File: src/hdl/mer_pkg.sv
// Shared constants and types for the midpoint ellipse rasterizer.
package mer_pkg;

    localparam int COORD_BITS = 12;
    localparam int RAD_W      = COORD_BITS - 1;
    localparam int SQ_W       = 2 * RAD_W;
    localparam int OUT_W      = COORD_BITS + 2;
    localparam int COLOR_W    = 24;
    localparam int MUL_B_W    = COORD_BITS + 3;
    localparam int PROD_W     = SQ_W + MUL_B_W;
    localparam int DEC_W      = 3 * RAD_W + 7;

    localparam logic OP_START = 1'b0;

    typedef struct packed {
        logic [COORD_BITS-1:0] x;
        logic [COORD_BITS-1:0] y;
        logic [COORD_BITS-1:0] cx;
        logic [COORD_BITS-1:0] cy;
        logic [COLOR_W-1:0]    color;
        logic                  last;
    } mer_emit_t;

endpackage

File: src/hdl/mer_mul.sv
// Shared multiplier with registered product.
module mer_mul (
    input  logic                                aclk,
    input  logic [mer_pkg::SQ_W-1:0]            op_a,
    input  logic signed [mer_pkg::MUL_B_W-1:0]  op_b,
    output logic signed [mer_pkg::PROD_W-1:0]   prod
);
    import mer_pkg::*;

    logic signed [PROD_W-1:0] prod_reg;

    always_ff @(posedge aclk) begin
        prod_reg <= $signed({1'b0, op_a}) * op_b;
    end

    assign prod = prod_reg;

endmodule

File: src/hdl/mer_out.sv
// Result register: forms the four mirrored pixels and holds them until taken.
module mer_out (
    input  logic                               aclk,
    input  logic                               aresetn,
    input  logic                               load,
    input  mer_pkg::mer_emit_t                 emit,
    output logic                               free,
    output logic                               m_valid,
    input  logic                               m_ready,
    output logic signed [mer_pkg::OUT_W-1:0]   m_px_a,
    output logic signed [mer_pkg::OUT_W-1:0]   m_py_a,
    output logic signed [mer_pkg::OUT_W-1:0]   m_px_b,
    output logic signed [mer_pkg::OUT_W-1:0]   m_py_b,
    output logic signed [mer_pkg::OUT_W-1:0]   m_px_c,
    output logic signed [mer_pkg::OUT_W-1:0]   m_py_c,
    output logic signed [mer_pkg::OUT_W-1:0]   m_px_d,
    output logic signed [mer_pkg::OUT_W-1:0]   m_py_d,
    output logic [mer_pkg::COLOR_W-1:0]        m_out_color,
    output logic                               m_last
);
    import mer_pkg::*;

    logic                valid_reg;
    logic [OUT_W-1:0]    xp_reg, xm_reg, yp_reg, ym_reg;
    logic [COLOR_W-1:0]  color_reg;
    logic                last_reg;
    logic [OUT_W-1:0]    cx_w, cy_w, x_w, y_w;

    assign cx_w = OUT_W'(emit.cx);
    assign cy_w = OUT_W'(emit.cy);
    assign x_w  = OUT_W'(emit.x);
    assign y_w  = OUT_W'(emit.y);

    assign free = !valid_reg || m_ready;

    always_ff @(posedge aclk) begin
        if (!aresetn) begin
            valid_reg <= 1'b0;
        end else if (load) begin
            valid_reg <= 1'b1;
        end else if (m_ready) begin
            valid_reg <= 1'b0;
        end
        if (load) begin
            xp_reg    <= cx_w + x_w;
            xm_reg    <= cx_w - x_w;
            yp_reg    <= cy_w + y_w;
            ym_reg    <= cy_w - y_w;
            color_reg <= emit.color;
            last_reg  <= emit.last;
        end
    end

    assign m_valid     = valid_reg;
    assign m_px_a      = xp_reg;
    assign m_py_a      = yp_reg;
    assign m_px_b      = xp_reg;
    assign m_py_b      = ym_reg;
    assign m_px_c      = xm_reg;
    assign m_py_c      = ym_reg;
    assign m_px_d      = xm_reg;
    assign m_py_d      = yp_reg;
    assign m_out_color = color_reg;
    assign m_last      = last_reg;

endmodule

File: src/hdl/midpoint_ellipse_rasterizer_core.sv
// Top level: sequencer of the midpoint ellipse rasterizer around one shared multiplier.
//
//   channel | direction | handshake          | payload
//   s_      | in        | s_valid / s_ready  | op, center, radii, color
//   m_      | out       | m_valid / m_ready  | four mirrored pixels, color, last
//
// A start transaction runs through accept, two squarings and the initial
// decision term; it emits nothing. A step transaction runs through accept,
// two increments, the update, three checks and emit, with the region two
// seed added where region one hands over to region two; the products run
// one after another through the one multiplier, whose output is registered.
// s_ready is high only while the sequencer waits for a transaction. A
// stalled m_ready holds the sequencer at the emit step only if the previous
// result is still unread. Reset is synchronous, active low, and returns to idle.
module midpoint_ellipse_rasterizer_core (
    input  logic                               aclk,
    input  logic                               aresetn,
    input  logic                               s_valid,
    output logic                               s_ready,
    input  logic                               s_op,
    input  logic [mer_pkg::COORD_BITS-1:0]     s_center_x,
    input  logic [mer_pkg::COORD_BITS-1:0]     s_center_y,
    input  logic [mer_pkg::RAD_W-1:0]          s_radius_x,
    input  logic [mer_pkg::RAD_W-1:0]          s_radius_y,
    input  logic [mer_pkg::COLOR_W-1:0]        s_pixel_color,
    output logic                               m_valid,
    input  logic                               m_ready,
    output logic signed [mer_pkg::OUT_W-1:0]   m_px_a,
    output logic signed [mer_pkg::OUT_W-1:0]   m_py_a,
    output logic signed [mer_pkg::OUT_W-1:0]   m_px_b,
    output logic signed [mer_pkg::OUT_W-1:0]   m_py_b,
    output logic signed [mer_pkg::OUT_W-1:0]   m_px_c,
    output logic signed [mer_pkg::OUT_W-1:0]   m_py_c,
    output logic signed [mer_pkg::OUT_W-1:0]   m_px_d,
    output logic signed [mer_pkg::OUT_W-1:0]   m_py_d,
    output logic [mer_pkg::COLOR_W-1:0]        m_out_color,
    output logic                               m_last
);
    import mer_pkg::*;

    typedef enum logic [3:0] {
        ST_WAIT, ST_SQA, ST_SQB, ST_D1, ST_D1F,
        ST_INC1, ST_INC2, ST_UPD, ST_CHK1, ST_CHK2, ST_CHK3, ST_D2, ST_EMIT
    } state_t;

    typedef enum logic [1:0] {PH_IDLE, PH_R1, PH_R2} phase_t;

    state_t                 state_reg, state_next;
    phase_t                 phase_reg, phase_next;
    logic [COORD_BITS-1:0]  x_reg, x_next, y_reg, y_next;
    logic [COORD_BITS-1:0]  ox_reg, ox_next, oy_reg, oy_next;
    logic [DEC_W-1:0]       d_reg, d_next;
    logic [SQ_W-1:0]        a2_reg, a2_next, b2_reg, b2_next;
    logic [RAD_W-1:0]       a_reg, a_next, b_reg, b_next;
    logic [COORD_BITS-1:0]  cx_reg, cx_next, cy_reg, cy_next;
    logic [COLOR_W-1:0]     color_reg, color_next;
    logic                   dge_reg, dge_next;
    logic                   last_reg, last_next;
    logic signed [PROD_W-1:0] pbx_reg, pbx_next;

    logic [SQ_W-1:0]          mul_a;
    logic signed [MUL_B_W-1:0] mul_b;
    logic signed [PROD_W-1:0] mul_prod;
    logic signed [DEC_W-1:0]  prod_ext, prod4;

    // Stepping axis u and cross axis v swap between the two regions, and so
    // do the squared axes P (weights the u term) and Q (weights the v term).
    logic [COORD_BITS-1:0]  u_sel, v_sel;
    logic [SQ_W-1:0]        p_sel, q_sel;
    logic                   in_r1;
    logic                   bx_le_ay;

    logic       s_fire;
    logic       out_free;
    logic       out_load;
    mer_emit_t  emit;

    assign s_ready = (state_reg == ST_WAIT);
    assign s_fire  = s_valid && s_ready;

    assign in_r1 = (phase_reg == PH_R1);
    assign u_sel = in_r1 ? x_reg : y_reg;
    assign v_sel = in_r1 ? y_reg : x_reg;
    assign p_sel = in_r1 ? b2_reg : a2_reg;
    assign q_sel = in_r1 ? a2_reg : b2_reg;

    // Product scaled by four, sign extended to the decision width.
    assign prod_ext = DEC_W'(mul_prod);
    assign prod4    = prod_ext <<< 2;

    assign bx_le_ay = (pbx_reg <= mul_prod);

    mer_mul u_mul (
        .aclk (aclk),
        .op_a (mul_a),
        .op_b (mul_b),
        .prod (mul_prod)
    );

    // Pick the multiplier operands for the product the next state consumes.
    always_comb begin
        mul_a = '0;
        mul_b = '0;
        case (state_reg)
            ST_SQA: begin
                mul_a = SQ_W'(a_reg);
                mul_b = MUL_B_W'(a_reg);
            end
            ST_SQB: begin
                mul_a = SQ_W'(b_reg);
                mul_b = MUL_B_W'(b_reg);
            end
            ST_D1: begin
                mul_a = a2_reg;
                mul_b = MUL_B_W'(b_reg);
            end
            ST_INC1: begin
                mul_a = p_sel;
                mul_b = (MUL_B_W'(u_sel) << 1) + MUL_B_W'(3);
            end
            ST_INC2: begin
                mul_a = q_sel;
                mul_b = MUL_B_W'(2) - (MUL_B_W'(v_sel) << 1);
            end
            ST_CHK1: begin
                mul_a = b2_reg;
                mul_b = MUL_B_W'(x_reg);
            end
            ST_CHK2: begin
                mul_a = a2_reg;
                mul_b = MUL_B_W'(y_reg);
            end
            ST_CHK3: begin
                mul_a = b2_reg;
                mul_b = MUL_B_W'(a_reg);
            end
            default: begin
                mul_a = '0;
                mul_b = '0;
            end
        endcase
    end

    always_comb begin
        state_next = state_reg;
        phase_next = phase_reg;
        x_next     = x_reg;
        y_next     = y_reg;
        ox_next    = ox_reg;
        oy_next    = oy_reg;
        d_next     = d_reg;
        a2_next    = a2_reg;
        b2_next    = b2_reg;
        a_next     = a_reg;
        b_next     = b_reg;
        cx_next    = cx_reg;
        cy_next    = cy_reg;
        color_next = color_reg;
        dge_next   = dge_reg;
        last_next  = last_reg;
        pbx_next   = pbx_reg;
        out_load   = 1'b0;

        case (state_reg)
            ST_WAIT: begin
                if (s_fire) begin
                    if (s_op == OP_START) begin
                        // Load a new ellipse; a zero semi-axis counts as one.
                        cx_next    = s_center_x;
                        cy_next    = s_center_y;
                        a_next     = (s_radius_x == '0) ? RAD_W'(1) : s_radius_x;
                        b_next     = (s_radius_y == '0) ? RAD_W'(1) : s_radius_y;
                        color_next = s_pixel_color;
                        state_next = ST_SQA;
                    end else if (phase_reg != PH_IDLE) begin
                        // Hold the current point for output, snapshot the sign.
                        ox_next    = x_reg;
                        oy_next    = y_reg;
                        dge_next   = !d_reg[DEC_W-1];
                        last_next  = 1'b0;
                        state_next = ST_INC1;
                    end
                end
            end
            ST_SQA: begin
                state_next = ST_SQB;
            end
            ST_SQB: begin
                a2_next    = mul_prod[SQ_W-1:0];
                state_next = ST_D1;
            end
            ST_D1: begin
                b2_next    = mul_prod[SQ_W-1:0];
                state_next = ST_D1F;
            end
            ST_D1F: begin
                // Region one seed: 4*b2 + a2 - 4*a2*b.
                d_next     = (DEC_W'(b2_reg) << 2) + DEC_W'(a2_reg) - prod4;
                x_next     = '0;
                y_next     = COORD_BITS'(b_reg);
                phase_next = PH_R1;
                state_next = ST_WAIT;
            end
            ST_INC1: begin
                state_next = ST_INC2;
            end
            ST_INC2: begin
                d_next     = d_reg + prod4;
                state_next = ST_UPD;
            end
            ST_UPD: begin
                if (dge_reg) begin
                    d_next = d_reg + prod4;
                end
                // Advance the stepping axis, pull in the cross axis on a
                // non-negative decision.
                if (in_r1) begin
                    x_next = x_reg + COORD_BITS'(1);
                    y_next = y_reg - COORD_BITS'(dge_reg);
                end else begin
                    y_next = y_reg + COORD_BITS'(1);
                    x_next = x_reg - COORD_BITS'(dge_reg);
                end
                state_next = ST_CHK1;
            end
            ST_CHK1: begin
                state_next = ST_CHK2;
            end
            ST_CHK2: begin
                pbx_next   = mul_prod;
                state_next = ST_CHK3;
            end
            ST_CHK3: begin
                state_next = ST_EMIT;
                if (in_r1) begin
                    if (!bx_le_ay) begin
                        // Hand over to region two from (a, 0).
                        x_next     = COORD_BITS'(a_reg);
                        y_next     = '0;
                        phase_next = PH_R2;
                        state_next = ST_D2;
                    end
                end else if (bx_le_ay) begin
                    last_next  = 1'b1;
                    phase_next = PH_IDLE;
                end
            end
            ST_D2: begin
                // Region two seed: 4*a2 + b2 - 4*b2*a.
                d_next     = (DEC_W'(a2_reg) << 2) + DEC_W'(b2_reg) - prod4;
                state_next = ST_EMIT;
            end
            ST_EMIT: begin
                if (out_free) begin
                    out_load   = 1'b1;
                    state_next = ST_WAIT;
                end
            end
            default: begin
                state_next = ST_WAIT;
            end
        endcase
    end

    always_ff @(posedge aclk) begin
        if (!aresetn) begin
            state_reg <= ST_WAIT;
            phase_reg <= PH_IDLE;
        end else begin
            state_reg <= state_next;
            phase_reg <= phase_next;
        end
        x_reg     <= x_next;
        y_reg     <= y_next;
        ox_reg    <= ox_next;
        oy_reg    <= oy_next;
        d_reg     <= d_next;
        a2_reg    <= a2_next;
        b2_reg    <= b2_next;
        a_reg     <= a_next;
        b_reg     <= b_next;
        cx_reg    <= cx_next;
        cy_reg    <= cy_next;
        color_reg <= color_next;
        dge_reg   <= dge_next;
        last_reg  <= last_next;
        pbx_reg   <= pbx_next;
    end

    assign emit.x     = ox_reg;
    assign emit.y     = oy_reg;
    assign emit.cx    = cx_reg;
    assign emit.cy    = cy_reg;
    assign emit.color = color_reg;
    assign emit.last  = last_reg;

    mer_out u_out (
        .aclk        (aclk),
        .aresetn     (aresetn),
        .load        (out_load),
        .emit        (emit),
        .free        (out_free),
        .m_valid     (m_valid),
        .m_ready     (m_ready),
        .m_px_a      (m_px_a),
        .m_py_a      (m_py_a),
        .m_px_b      (m_px_b),
        .m_py_b      (m_py_b),
        .m_px_c      (m_px_c),
        .m_py_c      (m_py_c),
        .m_px_d      (m_px_d),
        .m_py_d      (m_py_d),
        .m_out_color (m_out_color),
        .m_last      (m_last)
    );

endmodule
File: config.mk
export PLATFORM = sky130hd
export DESIGN_NAME = midpoint_ellipse_rasterizer_core
export DESIGN_NICKNAME = d
export VERILOG_FILES = /design/src/hdl/mer_pkg.sv /design/src/hdl/mer_mul.sv /design/src/hdl/mer_out.sv /design/src/hdl/midpoint_ellipse_rasterizer_core.sv
export SDC_FILE = /design/constraint.sdc
export NUM_CORES = 2
export LEC_CHECK = 0
export BUFFER_PORTS_ARGS = -buffer_cell sky130_fd_sc_hd__buf_4
export CAP_MARGIN = 25
export CORE_MARGIN = 1
export CORE_UTILIZATION = 32
export DETAILED_ROUTE_END_ITERATION = 10
export PLACE_DENSITY_LB_ADDON = 0.3
export SETUP_SLACK_MARGIN = 0.05
export SYNTH_ARGS = -nofsm -noshare
export SYNTH_HDL_FRONTEND = slang
export SYNTH_SLANG_ARGS = --single-unit
File: constraint.sdc
create_clock -name aclk -period 16.7 [get_ports aclk]
set_input_delay 0 -clock aclk [delete_from_list [all_inputs] [get_ports aclk]]
set_output_delay 0 -clock aclk [all_outputs]
set_load 0.02 [all_outputs]
# After elaboration in Yosys (flattened, before gate mapping)
# Index checks and enable logic that the tools add are counted.
totals:
  ff_bits: 366
  input_bits: 75
  latch_bits: 0
  rom_bits: 0
  wordCells: 129
  output_inout_bits: 139
  mem_count: 0
  ram_bits: 0
op_classes:
  bitwise_logic: 1
  n_shift: 0
  mux: 37
  div_mod_pow: 0
  n_lt_le_gt_ge: 1
  n_eq_ne: 25
  multipliers: 1
  addsub: 15
  n_reduce_logical: 24
ops:
  columns: ["cell", "count"]
  rows:
  - ["$pmux 40 s4", 1]
  - ["$pmux 22 s6", 1]
  - ["$mux 12", 8]
  - ["$pmux 15 s6", 1]
  - ["$sub 26x39->40", 2]
  - ["$pmux 12 s3", 2]
  - ["$add 24x22->25", 2]
  - ["$pmux 4 s12", 1]
  - ["$mux 22", 2]
  - ["$add 40x40->40", 1]
  - ["$mux 40", 1]
  - ["$le 37x37->1", 1]
  - ["$mul 23x15->37", 1]
  - ["$add 12x12->13", 2]
  - ["$sub 12x12->13", 2]
  - ["$add 12x1->12 const B", 2]
  - ["$sub 12x1->12", 2]
  - ["$logic_not 11->1", 2]
  - ["$eq 4x4->1 const B", 5]
  - ["$eq 4x3->1 const B", 4]
  - ["$mux 4", 4]
  - ["$add 13x2->14 const B", 1]
  - ["$sub 2x13->14 const A", 1]
  - ["$ne 2x2->1 const B", 6]
  - ["other kinds (24)", 49]

# Longest topological paths before layout
depth:
  word_depth: 5
  mapped_depth: 39
  mapped_depth_nobuf: 33

# Modules after synthesis
# A second synthesis with hierarchy kept.
unflattened:
  hier_cells: 3530
  hier_area_um2: 34104.0
modules_own_cells:
  columns: ["module", "n_inst", "cells_each", "area_per_inst_um2"]
  rows:
  - ["midpoint_ellipse_rasterizer_core", 1, 1713, 17133.9]
  - ["mer_mul", 1, 1335, 11761.3]
  - ["mer_out", 1, 482, 5208.7]

# Worst setup path after synthesis
# Ideal clock, no wire load.
synth_timing:
  path_type: "reg-to-reg"
  start: "register phase_reg[1]"
  end: "register u_mul.prod_reg[36], in the netlist u_mul.prod[36]"
  path_buffers: 6
  stages_incl_launch_ff: 37
  arrival_ns: 8.257
  synth_period_minus_slack_ns: 8.378
  t_required_ns: 16.579
  path_slack_ns: 8.322
  cell_sequence: "dfxtp_1 -> clkbuf_2 -> nor2b_1 -> buf_4 -> buf_2 -> buf_2 -> buf_1 -> nand2_1 -> nand2_1 -> ha_1 -> nor2b_1 -> and2_1 -> nand2_1 -> xnor2_1 -> nand2_1 -> nand3_2 -> buf_4 -> nand2_1 -> fa_1 -> fa_1 -> inv_1 -> fa_1 -> fa_1 -> fa_1 -> inv_1 -> fa_1 -> inv_1 -> ha_1 -> and2_1 -> a311o_1 -> a221o_1 -> a21oi_1 -> o21ai_1 -> a221o_1 -> a211oi_1 -> o21bai_1 -> xnor2_1"
synth_between:
  elab_chain_cells: 5
  elab_cells_between_ends: 10
synth_rtl:
  columns: ["item", "line_no", "text"]
  rows:
  - ["start, declared", "midpoint_ellipse_rasterizer_core.sv:49", "phase_t phase_reg, phase_next;"]
  - ["start signal, assigned", "midpoint_ellipse_rasterizer_core.sv:271", "phase_reg <= phase_next;"]
  - ["$eq 2x1->1 (*)", "midpoint_ellipse_rasterizer_core.sv:81", "assign in_r1 = (phase_reg == PH_R1);"]
  - ["$mux 12 (on tied branches)", "midpoint_ellipse_rasterizer_core.sv:83, midpoint_ellipse_rasterizer_core.sv:82", null]
  - ["$sub 2x13->14 / $add 13x2->14 (equally long branches)", "midpoint_ellipse_rasterizer_core.sv:123, midpoint_ellipse_rasterizer_core.sv:119", null]
  - ["$pmux 15 s6", "midpoint_ellipse_rasterizer_core.sv:104", "case (state_reg)"]
  - ["$mul 23x15->37 (*)", "mer_mul.sv:13", "prod_reg <= $signed({1'b0, op_a}) * op_b;"]
  - ["end signal, assigned", "mer_mul.sv:13", null]
  - ["end, declared", "mer_mul.sv:10", "logic signed [PROD_W-1:0] prod_reg;"]
# Mark *: on every way between the ends. The rest lies on a longest branch, timed or not.
# A chain may end at the register's enable or synchronous reset.

# Final worst setup path
layout_timing:
  start: "register phase_reg[0]"
  end: "register u_mul.prod_reg[29], in the netlist u_mul.prod[29]"
# The elaborated chain is that of the path after synthesis.

==> results.md <==
* Top cell by count, worst path: fa_1
* Clock Skews at roughly 0.043 ns
* IO buf count at around 210
* CTS tree: done
* Max-slew violation count at 0
* DR vias at roughly 25000
* Post-synthesis register bit count at 358
* Drt pass-1 iters at 5
* Max reg flops at 38
* Hold path start: s_center_x[1]
* Post-DP HPWL at 70.0 mm
* Syn avg cell area at 9.71 µm²
* Crit path DAT at slightly below 10 ns
* P_leak at approximately 16 nW
* Avg WL per Cell at roughly 18 µm
* Post-synth top area share at 0.285
* Crit path kind: reg -> reg
* Clock latency on the worst-skew pair at between 0.6 and 0.7 ns
* Part of the power in combinational logic at 0.566
* Power Internal at between 0.003 and 0.004 W
* Post-Route Setup TNS at 0 ns
* Filler Cells Inserted at 10200
* Maximum clock path buffer count at 3
* Final period utilization at 0.554
* Slew of the pin with the lowest slew margin at around 1.1 ns
* Worst path max stage delay at 0.75 ns
* Synth unique cells at 80
* CP startpoint kind: register
* Largest net degree at the start of global routing at 71
* Row count at about 120
* Clk slew on worst S/H paths at 0.06 ns
* Critical path's slowest cell: o2111a_1
* Root Driver: clkbuf_16
* Most common cell after layout, fill and taps aside: inv_1
* Worst reg2reg path startpoint: phase_reg[0]$_SDFFE_PN0P_
* Worst Reg2Reg Path Length in Cells at 32
* Ys flop type: edfxtp_1
* Die Y at 323 µm
* Antenna violations before repair at 0
* Gr busiest metal: met2
* Status: completed
* Gr usage total at 0.171
* GPL Wtd Cong at 0.907
* Fin. Hold Viols at 0
* IO Count at 214
* Max Clk Rate at 0.108 GHz
* Sinks on the clock net at 358
* End of the worst hold path: cx_reg[1]$_DFFE_PP_
* Post-Synthesis Cells at roughly 3400
* Hold depth at 2
* Tightest Hold Check Type: in -> reg
* Share of cells above drive strength 1 at 0.0964
* Commonest cells after routing, fill and taps aside: inv_1 (439), nand2_1 (403), ha_1 (320), edfxtp_1 (314), fa_1 (268)
* P_sw at around 0.0024 W
* Core Region at just over 100000 µm²
* Final #Nets at around 4300
* First-iteration detailed-routing DRC count at roughly 1600
* Final Hold Slack at 0.111 ns
* Final core occ at 0.373
* Synthesis-to-finish area growth at 15.2%
* Crit-path max FO at 39
* Share of power burned in registers at 0.250
* PnR worst setup slack at 7.45 ns
* Die area at about 100000 µm²
* Synth Cell Area at roughly 33000 µm²
* Sw Ratio at 0.449
* Setup Buffers After CTS at 0
* ANT nets after route at 0
* Layout Cells excl Fill at between 4000 and 5000
* Leading area contributor after synthesis: edfxtp_1
* Starting Density at 0.324
* CP required at 17.25 ns
* RSZ-0062 raised after global routing: no
* Cell Pwr Density at ~140 nW/µm²
* CP Capture Type: register
* Detailed Route WL at 89.7 mm
* DP Worst Slack at approximately 7.6 ns
* Final min period at ~9 ns
* Flop-to-flop setup slack at between 7 and 8 ns
* Post-DR vias/cell at 5.02
* Max VDD drop at about 73 µV
* Final setup fails at 0
* Met2 global-route usage at 0.295
* Max Cap Viol at 0
* Cells resized by post-CTS repair at 0
* Die X at 323 µm
* First-pass GRT wire length at between 100 and 150 mm
* Maximum level of the CTS H-tree at 2
* Clock power share at 0.183
* Yosys warns at 0
* Grt met1 use at 0.224
* Grt total ovfl at 0
* ANT cells at 0
* Fraction of synthesis flops using an asynchronous set or reset pin at 0
* Post-synth EDFFs at ~310
* Reg2Reg Capture Point: u_mul.prod[29]$_DFF_P_
* Ranking of synthesized cells by area: edfxtp_1 (29%), fa_1 (16%), ha_1 (12%), inv_1 (5.0%), nand2_1 (4.6%)
* DP Cell Count at roughly 4800
* Sequential share of the synthesized area at 0.312
* Met3 usage at 0.0216
* DRC Markers at 0
* Vias in the first global route at roughly 25000
* Slew HR at 0.246
* Total CTS buffers at 44
## critical path, delay by kind of cell (launching register included)
kind	cells	cell delay [ns]
fa+ha+maj	8	3.48
flops	1	0.47
buf+inv	6	0.70
mux	1	0.31
simple gates	6	0.85
compound gates	9	3.11
xor+xnor	2	0.28
## Yosys cell counts (all sizes together) (25+ instances only)
master / n
inv: 439
nand2: 403
ha: 320
edfxtp: 314
fa: 268
a21oi: 193
nor2: 192
o21ai: 139
xnor2: 125
buf: 97
clkbuf: 84
xor2: 71
a21o: 57
and2: 53
nand3: 47
dfxtp: 44
nor2b: 41
nand2b: 37
nor3: 37
and3: 36
o21a: 30
o21bai: 28
a31oi: 27
mux2i: 26
o31ai: 25
## layer usage
layer  vias to the layer above  part of all wire
met5                         -                 0
met4                         0             0.023
met3                       118             0.047
met2                       666              0.48
met1                     12300              0.45
li1                      12000                 -
## kinds of logic (layout without fill, tap and decap cells)
logic type,count (synthesis),after routing,synth area share
and+or+nand+nor,921,921,0.128
AOI/OAI and AO/OA,689,689,0.137
buffers and inverters,621,845,0.0790
adders and majority gates,588,588,0.284
DFF,358,358,0.312
xor gates and xnor gates,196,196,0.0520
muxes,28,28,0.00856
other,1,4,0.000114
## power groups by stage
stage               Clock (W)  Sequential [W]  Combinational (W)
detailed placement          0         0.00138            0.00305
floorplan                   0         0.00130            0.00229
global placement            0         0.00139            0.00302
finish               0.000997         0.00136            0.00308
CTS                   0.00103         0.00137            0.00310
global route          0.00106         0.00138            0.00346
## metrics by stage
step | total power, W | area, µm²
final | 0.00544 | 38100
after floorplan | 0.00359 | 33000
after detailed placement | 0.00443 | 35700
after CTS | 0.00550 | 38000
after global placement | 0.00441 | 35700
after global routing | 0.00590 | 38100
## layout make-up
cell class | instances | area (µm²) | share of cell area
Multi-Input combinational cell | 2426 | 20200 | 0.531
Tap cell | 1368 | 1710 | 0.0450
Clock buffer | 54 | 1190 | 0.0313
Clock inverter | 28 | 325 | 0.00855
Sequential cell | 358 | 10300 | 0.271
Inverter | 440 | 1650 | 0.0434
Timing Repair Buffer | 323 | 2670 | 0.0701
## repair_timing
action	4_1_cts	5_1_grt
endpoints found under the hold margin	79	0
setup endpoints to repair	0	0
hold buffers	78	0
## worst max-delay path by stage
stage / start / endpoint / slack (ns) / cells after the start
2_1_floorplan: phase_reg[1]$_SDFFE_PN0P_ / u_mul.prod[36]$_DFF_P_ / 8.32 / 36
3_5_place_dp: phase_reg[0]$_SDFFE_PN0P_ / u_mul.prod[29]$_DFF_P_ / 7.62 / 32
3_3_place_gp: phase_reg[0]$_SDFFE_PN0P_ / u_mul.prod[29]$_DFF_P_ / 7.65 / 32
6_report: phase_reg[0]$_SDFFE_PN0P_ / u_mul.prod[29]$_DFF_P_ / 7.45 / 32
5_1_grt: phase_reg[0]$_SDFFE_PN0P_ / u_mul.prod[35]$_DFF_P_ / 6.90 / 32
4_1_cts: phase_reg[0]$_SDFFE_PN0P_ / u_mul.prod[29]$_DFF_P_ / 7.59 / 32
No activity file was read; power rests on OpenSTA's default activity.
